### config.mk
export PLATFORM = sky130hd
export DESIGN_NAME = cheat_code_table_engine
export DESIGN_NICKNAME = d
export VERILOG_FILES = /design/src/rtl/cct_pkg.sv /design/src/rtl/cct_cell.sv /design/src/rtl/cct_ring.sv /design/src/rtl/cheat_code_table_engine.sv
export SDC_FILE = /design/constraint.sdc
export NUM_CORES = 1
export LEC_CHECK = 0
export ABC_AREA = 1
export BUFFER_PORTS_ARGS = -buffer_cell sky130_fd_sc_hd__buf_2
export CAP_MARGIN = 20
export CORE_UTILIZATION = 25
export DETAILED_ROUTE_END_ITERATION = 6
export HOLD_SLACK_MARGIN = 0.12
export PLACE_DENSITY = 0.38
export SLEW_MARGIN = 10
export SYNTH_ARGS = -nofsm -noshare
export SYNTH_HDL_FRONTEND = slang
export SYNTH_SLANG_ARGS = --single-unit
### constraint.sdc
create_clock -name clk -period 82.4 [get_ports clk]
set_clock_uncertainty 0.2 [all_clocks]
set_input_delay 8.24 -clock clk [delete_from_list [all_inputs] [get_ports clk]]
set_output_delay 8.24 -clock clk [all_outputs]
set_load 0.01 [all_outputs]
### src/rtl/cct_pkg.sv
`default_nettype none
// ----------------------------------------------------------------------------
// cct_pkg: shared types and constants of the cheat table engine
// Beat structures, table geometry, command and status codes, hex decoding.
// ----------------------------------------------------------------------------
package cct_pkg;

  localparam int TableDepth = 16;
  localparam int IdxW       = (TableDepth > 1) ? $clog2(TableDepth) : 1;
  localparam int CntW       = $clog2(TableDepth + 1);

  localparam logic [2:0] OP_ADD     = 3'd0;
  localparam logic [2:0] OP_REMOVE  = 3'd1;
  localparam logic [2:0] OP_ENABLE  = 3'd2;
  localparam logic [2:0] OP_DISABLE = 3'd3;
  localparam logic [2:0] OP_VBLANK  = 3'd4;
  localparam logic [2:0] OP_CLEAR   = 3'd5;

  localparam logic [2:0] ST_OK        = 3'd0;
  localparam logic [2:0] ST_BAD_CHAR  = 3'd1;
  localparam logic [2:0] ST_BAD_TYPE  = 3'd2;
  localparam logic [2:0] ST_FULL      = 3'd3;
  localparam logic [2:0] ST_NOT_FOUND = 3'd4;

  localparam logic [7:0] CodeType = 8'h01;

  typedef struct packed {
    logic [2:0]  operation;
    logic [63:0] code_text;
    logic [31:0] code_id;
  } cmd_t;

  typedef struct packed {
    logic [2:0]  status;
    logic [31:0] result_id;
    logic        write_valid;
    logic [15:0] write_addr;
    logic [7:0]  write_value;
    logic        last;
  } rsp_t;

  typedef struct packed {
    logic [15:0] addr;
    logic [7:0]  value;
    logic [31:0] id;
    logic        enabled;
  } entry_t;

  // Ring control for one cycle of a table pass.
  typedef struct packed {
    logic   shift;
    logic   drop;
    logic   park;
    logic   sub;
    entry_t sub_data;
  } ring_ctl_t;

  // Returns {bad, nibble} for one ASCII hex character.
  function automatic logic [4:0] hex_nibble(input logic [7:0] c);
    logic [4:0] r;
    if (c >= 8'h41 && c <= 8'h46) begin
      r = {1'b0, 4'(c - 8'h37)};
    end else if (c >= 8'h61 && c <= 8'h66) begin
      r = {1'b0, 4'(c - 8'h57)};
    end else if (c >= 8'h30 && c <= 8'h39) begin
      r = {1'b0, 4'(c - 8'h30)};
    end else begin
      r = 5'h1F;
    end
    return r;
  endfunction

endpackage
`default_nettype wire

### src/rtl/cct_cell.sv
`default_nettype none
// ----------------------------------------------------------------------------
// cct_cell: one table slot of the rotating chain
// Holds one entry and loads either its right neighbor or the ring tail input.
// ----------------------------------------------------------------------------
module cct_cell (
  input  wire                 clk,
  input  wire                 load,
  input  wire                 take_tail,
  input  cct_pkg::entry_t     neighbor,
  input  cct_pkg::entry_t     tail,
  output cct_pkg::entry_t     entry
);
  import cct_pkg::*;

  entry_t slot;

  always_ff @(posedge clk) begin
    if (load) begin
      slot <= take_tail ? tail : neighbor;
    end
  end

  assign entry = slot;

endmodule
`default_nettype wire

### src/rtl/cct_ring.sv
`default_nettype none
// ----------------------------------------------------------------------------
// cct_ring: chain of table cells
// Rotates the table one slot per cycle through the head cell while shift is
// set. In park mode the last cell holds still and the tail input enters one
// cell earlier, which closes the gap left by a dropped entry by the end of the pass.
// ----------------------------------------------------------------------------
module cct_ring (
  input  wire                 clk,
  input  cct_pkg::ring_ctl_t  ctl,
  output cct_pkg::entry_t     head
);
  import cct_pkg::*;

  entry_t cell_q [TableDepth];
  entry_t tail_in;

  assign head    = cell_q[0];
  assign tail_in = ctl.sub ? ctl.sub_data : cell_q[0];

  for (genvar i = 0; i < TableDepth; i++) begin : g_cell
    if (i == TableDepth - 1) begin : g_last
      cct_cell u_cell (
        .clk       (clk),
        .load      (ctl.shift && !ctl.park && !ctl.drop),
        .take_tail (1'b1),
        .neighbor  (cell_q[i]),
        .tail      (tail_in),
        .entry     (cell_q[i])
      );
    end else if (i == TableDepth - 2) begin : g_second
      cct_cell u_cell (
        .clk       (clk),
        .load      (ctl.shift),
        .take_tail (ctl.park),
        .neighbor  (cell_q[i + 1]),
        .tail      (tail_in),
        .entry     (cell_q[i])
      );
    end else begin : g_mid
      cct_cell u_cell (
        .clk       (clk),
        .load      (ctl.shift),
        .take_tail (1'b0),
        .neighbor  (cell_q[i + 1]),
        .tail      (tail_in),
        .entry     (cell_q[i])
      );
    end
  end

endmodule
`default_nettype wire

### src/rtl/cheat_code_table_engine.sv
`default_nettype none
// ----------------------------------------------------------------------------
// cheat_code_table_engine: cheat entry table with vblank write-out
// Parses and stores cheat codes, edits them by id and emits memory writes.
// ----------------------------------------------------------------------------
//   channel   ports                     handshake
//   command   start, busy, command      beat taken when start && !busy
//   result    result_valid, result      one-cycle strobe, cannot be held off
//
// Add, remove, enable, disable and vblank rotate the whole table once through
// the head cell: a pass state that steps through every slot, then the closing
// state S_DONE, which registers the last result. Rejected adds, clear and
// unused codes skip the pass and go from idle straight to S_DONE. A vblank
// write is held until the next enabled entry shows that it is not the last one.
// Reset empties the table; the slots are not cleared. Results never stall.
// ----------------------------------------------------------------------------
module cheat_code_table_engine (
  input  wire            clk,
  input  wire            rst,
  input  wire            start,
  output logic           busy,
  input  cct_pkg::cmd_t  command,
  output logic           result_valid,
  output cct_pkg::rsp_t  result
);
  import cct_pkg::*;

  typedef enum logic [1:0] {S_IDLE, S_PASS, S_DONE} state_t;

  state_t          state;
  logic [2:0]      op;
  logic [31:0]     key;
  entry_t          add_entry;
  logic [2:0]      status;
  logic            found;
  logic [IdxW-1:0] k;
  logic [CntW-1:0] count;
  logic            pend_valid;
  logic [15:0]     pend_addr;
  logic [7:0]      pend_value;

  logic [3:0]      nib [8];
  logic            any_bad;
  entry_t          parsed;
  entry_t          head;
  ring_ctl_t       ctl;
  logic            live;
  logic            hit;
  logic [CntW-1:0] k_ext;

  // Character decode of the incoming add beat.
  always_comb begin
    logic [4:0] d;
    any_bad = 1'b0;
    for (int i = 0; i < 8; i++) begin
      d       = hex_nibble(command.code_text[8*i +: 8]);
      nib[i]  = d[3:0];
      any_bad = any_bad | d[4];
    end
    parsed.value   = {nib[2], nib[3]};
    parsed.addr    = {nib[4], nib[5], nib[6], nib[7]};
    parsed.id      = {nib[7], nib[6], nib[5], nib[4], nib[3], nib[2], nib[1], nib[0]};
    parsed.enabled = 1'b1;
  end

  assign k_ext = CntW'(k);
  assign live  = k_ext < count;
  assign hit   = live && !found && (head.id == key);

  always_comb begin
    ctl          = '0;
    ctl.sub_data = head;
    if (state == S_PASS) begin
      ctl.shift = 1'b1;
      ctl.park  = (op == OP_REMOVE) && found;
      ctl.drop  = (op == OP_REMOVE) && hit;
      if (op == OP_ADD && k_ext == count) begin
        ctl.sub      = 1'b1;
        ctl.sub_data = add_entry;
      end else if ((op == OP_ENABLE || op == OP_DISABLE) && hit) begin
        ctl.sub              = 1'b1;
        ctl.sub_data.enabled = (op == OP_ENABLE);
      end
    end
  end

  cct_ring u_ring (
    .clk  (clk),
    .ctl  (ctl),
    .head (head)
  );

  assign busy = (state != S_IDLE);

  always_ff @(posedge clk) begin
    if (rst) begin
      state        <= S_IDLE;
      count        <= '0;
      found        <= 1'b0;
      pend_valid   <= 1'b0;
      k            <= '0;
      result_valid <= 1'b0;
    end else begin
      result_valid <= 1'b0;
      unique case (state)
        S_IDLE: begin
          if (start) begin
            op         <= command.operation;
            key        <= command.code_id;
            add_entry  <= parsed;
            status     <= ST_OK;
            found      <= 1'b0;
            pend_valid <= 1'b0;
            k          <= '0;
            state      <= S_DONE;
            unique case (command.operation)
              OP_ADD: begin
                // Character errors win over the type check, which wins over capacity.
                if (any_bad) begin
                  status <= ST_BAD_CHAR;
                end else if ({nib[0], nib[1]} != CodeType) begin
                  status <= ST_BAD_TYPE;
                end else if (count >= CntW'(TableDepth)) begin
                  status <= ST_FULL;
                end else begin
                  state <= S_PASS;
                end
              end
              OP_REMOVE, OP_ENABLE, OP_DISABLE, OP_VBLANK: begin
                state <= S_PASS;
              end
              OP_CLEAR: begin
                count <= '0;
              end
              default: begin
              end
            endcase
          end
        end
        S_PASS: begin
          if (hit) begin
            found <= 1'b1;
          end
          // A vblank write is held until the next one shows whether it is the last.
          if (op == OP_VBLANK && live && head.enabled) begin
            pend_valid <= 1'b1;
            pend_addr  <= head.addr;
            pend_value <= head.value;
            if (pend_valid) begin
              result_valid       <= 1'b1;
              result.status      <= ST_OK;
              result.result_id   <= '0;
              result.write_valid <= 1'b1;
              result.write_addr  <= pend_addr;
              result.write_value <= pend_value;
              result.last        <= 1'b0;
            end
          end
          if (k == IdxW'(TableDepth - 1)) begin
            state <= S_DONE;
          end else begin
            k <= k + 1'b1;
          end
        end
        S_DONE: begin
          result_valid       <= 1'b1;
          result.status      <= status;
          result.result_id   <= '0;
          result.write_valid <= 1'b0;
          result.write_addr  <= '0;
          result.write_value <= '0;
          result.last        <= 1'b1;
          if (op == OP_ADD && status == ST_OK) begin
            result.result_id <= add_entry.id;
            count            <= count + 1'b1;
          end
          if (op == OP_REMOVE || op == OP_ENABLE || op == OP_DISABLE) begin
            if (!found) begin
              result.status <= ST_NOT_FOUND;
            end else if (op == OP_REMOVE) begin
              count <= count - 1'b1;
            end
          end
          if (op == OP_VBLANK && pend_valid) begin
            result.write_valid <= 1'b1;
            result.write_addr  <= pend_addr;
            result.write_value <= pend_value;
          end
          state <= S_IDLE;
        end
        default: begin
          state <= S_IDLE;
        end
      endcase
    end
  end

endmodule
`default_nettype wire

==> impl_metrics.yaml, run 1 <==
clock_network:
  tritoncts: "built"
  clk_latency_ps: 690
  cts_sinks: 1080
  postCtsSetupBuffers: 0
  cts-htree-levels: 3
  ctsRootBufferMaster: "clkbuf_16"
  cts_buffers: 113
  clockBufferDepth: 3
  ctsHoldBuffers: 0
  clk_pin_slew_ps: 60
  ctsResizeCount: 0
drt:
  ant_nets: 0
  routed_wl_mm: 78.5
  drt_first_pass_iters: 5
  dr_total_vias: 17700
  drc: 0
  wl_per_cell_um: 17.7
  avgViaCountPerCell: 3.99
  drt_iter0_drc: 1486
floorplan:
  initial_core_util_pct: 25.2
  fp.dieArea_um2: 150000
  core_area_um2: 148000
  ios: 165
  fp-row-count: 141
  dieHeight_um: 388
  fp.dieW_um: 388
layout:
  final_cell_mix: "edfxtp_1 (1066), nand2_1 (436), inv_1 (178)"
  antennaDiodeCount: 0
  drive_above_1_share_pct: 15.7
  utilization_pct: 30.0
  design_area_um2: 44200
  multi_input_area_um2: 4050
  register_area_um2: 32300
  area_growth_pct: 19.1
  final_common_cell: "edfxtp_1"
  nFillCells: 14400
  final_nets: 2547
sta:
  finalSetupTns_ps: 0
  fmax_mhz: 98.6
  maxSlewViolCount: 0
  max_slew_margin_pct: 29.9
  rsz0062_at_grt: "false"
  worst_slack_ps: 72260
  period_minus_slack_ps: 10150
  hold_violations: 0
  worst_pin_slew_ps: 1050
  setup-violations-final: 0
  finalCritPeriodShare_pct: 12.3
grt:
  grt_usage_pct: 10.4
  antenna_found_initial: 2
  grt_pass1_vias: 18100
  grt_max_degree: 93
  grt_overflow: 0
  grt_pass1_wl_mm: 118
worst_setup_path:
  cpMostUsedCell: "inv_1"
  crit_path_end_kind: "output pin"
  cp_num_buf_inv: 3
  cp_cell_sequence: "inv_1 > ha_1 > inv_1 > buf_2"
  critPathLaunch: "state[0]"
  r2r_start: "state[1]"
  critical_path.top_delay_family: "flip-flops"
  critical_path.startpoint_type: "register"
  max_stage_delay_ps: 410
  cp_max_fo: 3
  arrival_ps: 1710
  worst-setup-path-type: "reg2out"
  worstPathRequired_ps: 73960
  cpMaxStageDelayCell: "dfxtp_1"
placed_design:
  gp_congestion: 0.790
  place_hpwl_mm: 47.6
  pre_cts_slack_ps: 71820
  numPortBuffers: 164
  dpl-instance-area_um2: 40500
synthesis:
  synthFlopType: "edfxtp_1"
  synthCells: 2125
  synth_area_leaders: "edfxtp_1 (86%), nand2_1 (4.4%), inv_1 (1.8%)"
  syn_nets: 2270
  async_reset_ff_share_pct: 0
  synth-edff-count: 1066
  synth.top_cell.area_share_pct: 86.2
  ys_warn_count: 0
  synth_cell_type_count: 43
  yosysTopAreaCell: "edfxtp_1"
  postSynthAreaPerCell_um2: 17.5
  synth_seq_cells: 1080
  yosysSeqAreaShare_pct: 86.9
  syn_area_um2: 37200
pwr:
  vdd_drop_max_uv: 15.9
  powerDensity_nw_per_um2: 27.1
  leakagePower_nw: 15.4
  total_power_mw: 1.20
min_path:
  hold_class: "reg2reg"
  hold_start: "u_ring.g_cell[3].g_mid.u_cell.entry[48]"
flow_run:
  drv_cap: 0
outcome:
  status: "finished clean"
-- flip-flops by register name (all words and copies together), names as in the netlist --
register                             count
u_ring.g_cell.g_mid.u_cell.entry       798
result                                  61
u_ring.g_cell.g_second.u_cell.entry     57
u_ring.g_cell.g_last.u_cell.entry       57
add_entry                               32
key                                     32
pend_addr                               16
pend_value                               8
count                                    5
k                                        4
op                                       3
state                                    2
status                                   2
found                                    1
pend_valid                               1
result_valid                             1
-- synth_stat cells (2+ instances only) --
cell	n
buf_4	5
nor2_2	4
inv_1	178
nor2_4	3
a21oi_1	27
inv_2	13
dfxtp_1	14
o21ai_1	26
nand3b_1	5
nor4_1	2
o211ai_1	2
clkbuf_1	10
or3b_2	2
o22ai_1	9
nand3_2	3
nor3_1	18
clkinv_1	5
o21ai_0	31
nand4_1	17
buf_2	10
edfxtp_1	1066
nand2_2	4
nor2_1	106
ha_1	43
xnor2_1	9
or2_2	4
nand3_1	46
buf_1	2
nor3_2	3
nand2_1	437
xor2_1	8
a31oi_1	2
-- metrics by stage --
| step | hold WS [ps] | instances |
|---|---|---|
| after floorplan | 200 | 2125 |
| after global placement | 201 | 4213 |
| after detailed placement | 205 | 4213 |
| after CTS | 204 | 4419 |
| after global routing | 215 | 4423 |
| final | 206 | 4423 |
-- cells by family (layout without fill, tap and decap cells) --
family | count (synthesis) | count (layout) | synth area share [%]
flops | 1080 | 1080 | 86.9
simple gates | 658 | 658 | 7.39
buf+inv | 223 | 591 | 2.34
compound gates | 104 | 104 | 1.52
fa+ha+maj | 43 | 43 | 1.45
xor+xnor | 17 | 17 | 0.401
-- final timing paths --
kind / end / slack, ps / depth (start not counted)
max reg2reg: u_ring.g_cell[13].g_mid.u_cell.entry[53] / 76650 / 8
max: busy / 72260 / 4
min reg2reg: u_ring.g_cell[2].g_mid.u_cell.entry[48] / 210 / 0
min: u_ring.g_cell[2].g_mid.u_cell.entry[48] / 210 / 0
-- metal layers --
metal	global-route usage [%]	up-vias	share of wire, %
li1	-	8195	-
met1	15.0	8942	49
met2	15.5	401	44
met3	2.01	121	4.2
met4	3.51	2	2.5
met5	0	-	0.017
-- cell type report --
cell class              instances  share of cell area (%)
flip-flops and latches       1080                    73.0
multi-input cells             822                    9.16
clock buffers                 135                    6.72
well taps                    1930                    5.46
repair buffers                189                    2.44
inverters                     196                    1.66
clock inverters                71                    1.56
-- power by group --
| group | internal (mW) | switching, mW | leakage (nW) |
|---|---|---|---|
| logic | 0.0103 | 0.0356 | 3.85 |
| registers | 0.641 | 0.00918 | 9.76 |
| clock network | 0.294 | 0.210 | 1.79 |
(Power assumes the default switching activity.)
==> run 2, diff against run 1 <==
- PLACE_DENSITY: 0.38 -> 0.39
- clock period: 82.4 -> 9.02 ns (I/O delays scaled with it)
==> run 2 against run 1 <==
Net effect: total power grew to 9.0 times the previous value; die area stayed put; final cell count about the same; sequential power grew to 9.1 times the previous value; count of clock-buffer cells in the layout rose by 1; clock power rose to 8.8 times the previous value; setup slack got worse by 68000 ps; via count increased by 0.40%; first-iteration DRC count grew 7.2%; largest power group unchanged; critical path depth increased by 2; final area down 0.14%; critical endpoint is now u_ring.g_cell[9].g_mid.u_cell.entry[47].
==> impl_metrics.yaml, run 2 (same netlist as run 1, synthesis figures left out) <==
outcome:
  status: "finished clean"
grt:
  antenna_found_initial: 8
  grt_pass1_wl_mm: 118
  grt_overflow: 0
  grt_usage_pct: 10.5
  grt_max_degree: 209
  grt_pass1_vias: 18100
worst_setup_path:
  critical_path.startpoint_type: "register"
  crit_path_end_kind: "register"
  r2r_start: "state[1]"
  r2r_end: "u_ring.g_cell[9].g_mid.u_cell.entry[47]"
  cp_max_fo: 208
  rr_worst_depth: 6
  reg2reg_slack_ps: 4590
  worst-setup-path-type: "reg2reg"
  worstPathRequired_ps: 9130
  arrival_ps: 4540
layout:
  nFillCells: 14400
  largest_reg_flops: 798
  drive_above_1_share_pct: 15.5
  final_cell_mix: "edfxtp_1 (1066), nand2_1 (436), inv_1 (177)"
  area_growth_pct: 18.9
  utilization_pct: 29.9
  final_nets: 2551
  layout.cells.non_filler: 4424
  final_common_cell: "edfxtp_1"
drt:
  avgViaCountPerCell: 4.01
  drt_iter0_drc: 1593
  routed_wl_mm: 78.4
  highest_layer: "met5"
  drt_first_pass_iters: 7
  dr_wl_met2_mm: 33.5
  route.met3.wl_mm: 3.71
  drc: 0
  wl_per_cell_um: 17.7
  dr_total_vias: 17700
  ant_nets: 0
  wl_met1_mm: 39.2
min_path:
  hold_class: "reg2reg"
  hold_start: "u_ring.g_cell[8].g_mid.u_cell.entry[8]"
  hold-path-cell-count: 0
  holdPathEnd: "u_ring.g_cell[7].g_mid.u_cell.entry[8]"
floorplan:
  fp.dieArea_um2: 150000
  fp-row-count: 141
  initial_core_util_pct: 25.2
  ios: 165
  core_area_um2: 148000
  dieHeight_um: 388
  fp.dieW_um: 388
placed_design:
  place_hpwl_mm: 47.0
  place_inst: 4212
  numPortBuffers: 164
  gp_congestion: 0.780
  pre_cts_slack_ps: 4100
pwr:
  leakagePower_nw: 15.4
  p_seq_share_pct: 55.1
  sw_frac_of_total_pct: 21.5
  combPwrFrac_pct: 4.0
  p_switching_mw: 2.31
  vdd_drop_max_uv: 154
  p_int_mw: 8.46
  powerDensity_nw_per_um2: 244
  p_clk_share_pct: 40.9
sta:
  max_slew_margin_pct: 24.6
  worst_slack_ps: 4590
  fmax_mhz: 226
  hold_violations: 0
  finalCritPeriodShare_pct: 49.1
  worst_pin_slew_ps: 1130
  setup-violations-final: 0
  period_minus_slack_ps: 4430
  maxSlewViolCount: 0
  rsz0062_at_grt: "false"
clock_network:
  cts-htree-levels: 3
  tritoncts: "built"
  clk_pin_slew_ps: 60
  clk_latency_ps: 720
  cts_sinks: 1080
  ctsResizeCount: 0
  cts_buffers: 112
  clockBufferDepth: 3
  ctsRootBufferMaster: "clkbuf_16"
flow_run:
  drv_cap: 0
-- run 2: power groups by stage --
stage | Combinational, mW | Clock (mW) | Sequential, mW
6_report | 0.426 | 4.41 | 5.94
5_1_grt | 0.477 | 4.77 | 5.96
4_1_cts | 0.428 | 4.60 | 5.94
3_5_place_dp | 0.425 | 0 | 6.04
3_3_place_gp | 0.407 | 0 | 6.04
2_1_floorplan | 0.227 | 0 | 6.08
-- run 2: worst max path at each step --
stage | from | end | slack (ps) | cells past startpoint
6_report | state[1] | u_ring.g_cell[9].g_mid.u_cell.entry[47] | 4590 | 6
5_1_grt | state[1] | u_ring.g_cell[6].g_mid.u_cell.entry[47] | 4300 | 6
4_1_cts | state[1] | u_ring.g_cell[1].g_mid.u_cell.entry[43] | 4130 | 5
3_5_place_dp | state[1] | u_ring.g_cell[10].g_mid.u_cell.entry[35] | 4100 | 5
3_3_place_gp | state[1] | u_ring.g_cell[13].g_mid.u_cell.entry[35] | 4350 | 5
2_1_floorplan | state[1] | u_ring.g_cell[15].g_last.u_cell.entry[0] | -380 | 5
-- run 2: final cells by class --
type | instances | area (um2) | area share [%]
multi-input cells | 822 | 4060 | 9.19
clock inverters | 64 | 599 | 1.36
clock buffers | 136 | 2890 | 6.55
repair buffers | 194 | 1170 | 2.66
inverters | 196 | 738 | 1.67
diodes | 2 | 5.00 | 0.0113
well taps | 1930 | 2410 | 5.47
flip-flops and latches | 1080 | 32300 | 73.1
-- run 2: stage by stage --
step | setup TNS [ps] | hold WS [ps] | total power, mW | cell area (um2)
2_1_floorplan | -22460 | 200 | 6.31 | 37200
3_5_place_dp | 0 | 205 | 6.47 | 40500
6_report | 0 | 185 | 10.8 | 44200
4_1_cts | 0 | 120 | 11.0 | 44100
3_3_place_gp | 0 | 201 | 6.45 | 40500
5_1_grt | 0 | 144 | 11.2 | 44200
-- run 2: what timing repair did --
item	CTS	global route
hold buffers	6	0
setup endpoints to repair	0	0
setup buffers	0	0
endpoints found under the hold margin	6	0
-- run 2: layer usage --
layer	GRT usage, %	vias to the layer above
met5	0	-
met4	3.71	6
met3	2.02	132
met2	15.1	409
met1	15.5	8980
li1	-	8204
-- run 2: worst max-delay path: stages, from the launching register on --
cell,delay (ps)
dfxtp_2,320
inv_2,90
ha_4,740
buf_4,430
buf_16,340
buf_12,750
buf_4,890
==> run 3, diff against run 2 <==
- clock period: 9.02 -> 4.05 ns (I/O delays scaled with it)
==> run 3 against run 2 <==
Net effect: the flow now finishes with violations (DRC); setup slack lost 4500 ps; highest routed layer is now met4; final area up 3.1%; via count is 3.6% higher; clock power increased by 130%; critical endpoint is now state[0]; hold slack improved by 24 ps; global-route usage grew 0.15 points; utilization up 0.92 points; combinational power up 130%.
==> impl_metrics.yaml, run 3 (same netlist as run 1, synthesis figures left out) <==
outcome:
  status: "complete, but fails checks"
  violations: "DRC"
worst_setup_path:
  cp_max_fo: 2
  r2r_end: "result[17]"
  critical_path.startpoint_type: "primary input"
  crit_path_end_kind: "register"
  critical_path.top_delay_family: "buffers and inverters"
  path_depth: 18
  max_stage_delay_ps: 560
  arrival_ps: 4370
  cp_num_buf_inv: 7
  cp_cell_sequence: "dlygate4sd3_1 > buf_2 > nor2_1 > dlygate4sd3_1 > inv_1 > nor2_1 > dlygate4sd3_1 > nand3_1 > nand2_1 > dlygate4sd3_1 > nand2_2 > nand2_2 > nor2_4 > nand3_2 > o21bai_4 > nand2_1 > a21oi_2 > dlygate4sd3_1"
  reg2reg_slack_ps: 900
  critPathLaunch: "command[44]"
  cp-endpoint: "state[0]"
  cpMostUsedCell: "dlygate4sd3_1"
  cpMaxStageDelayCell: "dlygate4sd3_1"
  worst-setup-path-type: "in2reg"
  r2r_start: "count[3]"
  rr_worst_depth: 10
  worstPathRequired_ps: 4480
pwr:
  vdd_drop_max_uv: 351
  powerDensity_nw_per_um2: 535
  leakagePower_nw: 15.9
drt:
  drt_first_pass_iters: 7
  drt_iter0_drc: 1527
  avgViaCountPerCell: 4.04
  wl_per_cell_um: 17.5
  routed_wl_mm: 79.5
  ant_nets: 0
  dr_total_vias: 18400
  drc: 4
sta:
  hold_slack_ps: 210
  period_minus_slack_ps: 3940
  finalCritPeriodShare_pct: 97.2
  worst_slack_ps: 115
  setup-violations-final: 0
  fmax_mhz: 254
  maxSlewViolCount: 0
  rsz0062_at_grt: "false"
  hold_violations: 0
  max_slew_margin_pct: 23.5
  worst_pin_slew_ps: 1150
layout:
  design_area_um2: 45500
  area_growth_pct: 22.5
  utilization_pct: 30.8
  largest_reg_flops: 798
  final_common_cell: "edfxtp_1"
  drive_above_1_share_pct: 15.9
  final_nets: 2668
  final_cell_mix: "edfxtp_1 (1066), nand2_1 (427), inv_1 (175)"
clock_network:
  cts_sinks: 1080
  cts_buffers: 115
  ctsRootBufferMaster: "clkbuf_16"
  tritoncts: "built"
  clk_pin_slew_ps: 60
  cts-htree-levels: 3
  clk_latency_ps: 710
  clockBufferDepth: 3
grt:
  grt_pass1_vias: 18700
  grt_pass1_wl_mm: 120
  grt_usage_pct: 10.6
  grt_max_degree: 191
  antenna_found_initial: 5
  grt_overflow: 0
floorplan:
  fp.dieArea_um2: 150000
  dieHeight_um: 388
  ios: 165
  initial_core_util_pct: 25.2
  fp.dieW_um: 388
  core_area_um2: 148000
  fp-row-count: 141
placed_design:
  place_hpwl_mm: 47.5
  pre_cts_slack_ps: 858
  gp_congestion: 0.800
  dpl-instance-area_um2: 40700
  numPortBuffers: 164
flow_run:
  drv_cap: 0
min_path:
  hold_class: "reg2reg"
[run 3: cell types whose count changed in the layout (fill, tap and decap cells not counted), sizes merged]
cell         change
clkinv           +7
bufinv           +1
clkbuf           +6
inv              +1
clkinvlp         -2
buf              -4
dlygate4sd3    +118
[run 3: area by class of cell]
class / instances / area [um2]
Antenna cell: 2 / 5.00
Clock buffer: 142 / 3020
Clock inverter: 71 / 602
Fill cell: 14400 / 102000
Inverter: 196 / 741
Multi-Input combinational cell: 822 / 4160
Sequential cell: 1080 / 32300
Tap cell: 1930 / 2410
Timing Repair Buffer: 308 / 2300
[run 3: what timing repair did]
action | in CTS | in global routing
hold buffers | 124 | 0
hold endpoints to repair | 93 | 0
gates resized for setup | 0 | 1
setup buffers | 0 | 0
endpoints found under the setup margin | 0 | 1
[run 3: worst min path at each step]
| stage | startpoint | to | slack [ps] | depth (start not counted) |
|---|---|---|---|---|
| after floorplan | u_ring.g_cell[1].g_mid.u_cell.entry[0] | u_ring.g_cell[0].g_mid.u_cell.entry[0] | 200 | 0 |
| after global placement | u_ring.g_cell[2].g_mid.u_cell.entry[26] | u_ring.g_cell[1].g_mid.u_cell.entry[26] | 200 | 0 |
| after detailed placement | u_ring.g_cell[1].g_mid.u_cell.entry[34] | u_ring.g_cell[0].g_mid.u_cell.entry[34] | 200 | 0 |
| after CTS | command[72] | add_entry[49] | 130 | 4 |
| after global routing | command[20] | key[20] | 180 | 2 |
| final | u_ring.g_cell[1].g_mid.u_cell.entry[42] | u_ring.g_cell[0].g_mid.u_cell.entry[42] | 210 | 0 |
[run 3: stage by stage]
step / setup TNS (ps) / power (mW) / instances
3_3_place_gp: 0 / 14.4 / 4212
4_1_cts: 0 / 24.8 / 4549
2_1_floorplan: -3886640 / 14.1 / 2125
5_1_grt: 0 / 25.3 / 4549
3_5_place_dp: 0 / 14.4 / 4212
6_report: 0 / 24.4 / 4551
[run 3: routing by layer]
metal  routed length, um  track usage (%)  vias to the layer above
met5                   0                0                        -
met4                2290             4.03                        0
met3                3940             2.15                      167
met2               34700             15.7                      512
met1               38500             15.2                     9241
li1                    -                -                     8448
[run 3: power by group]
part,switching [mW],internal [mW]
Sequential,0.207,13.0
Clock,4.26,5.85
Combinational,0.730,0.272
Total,5.19,19.2
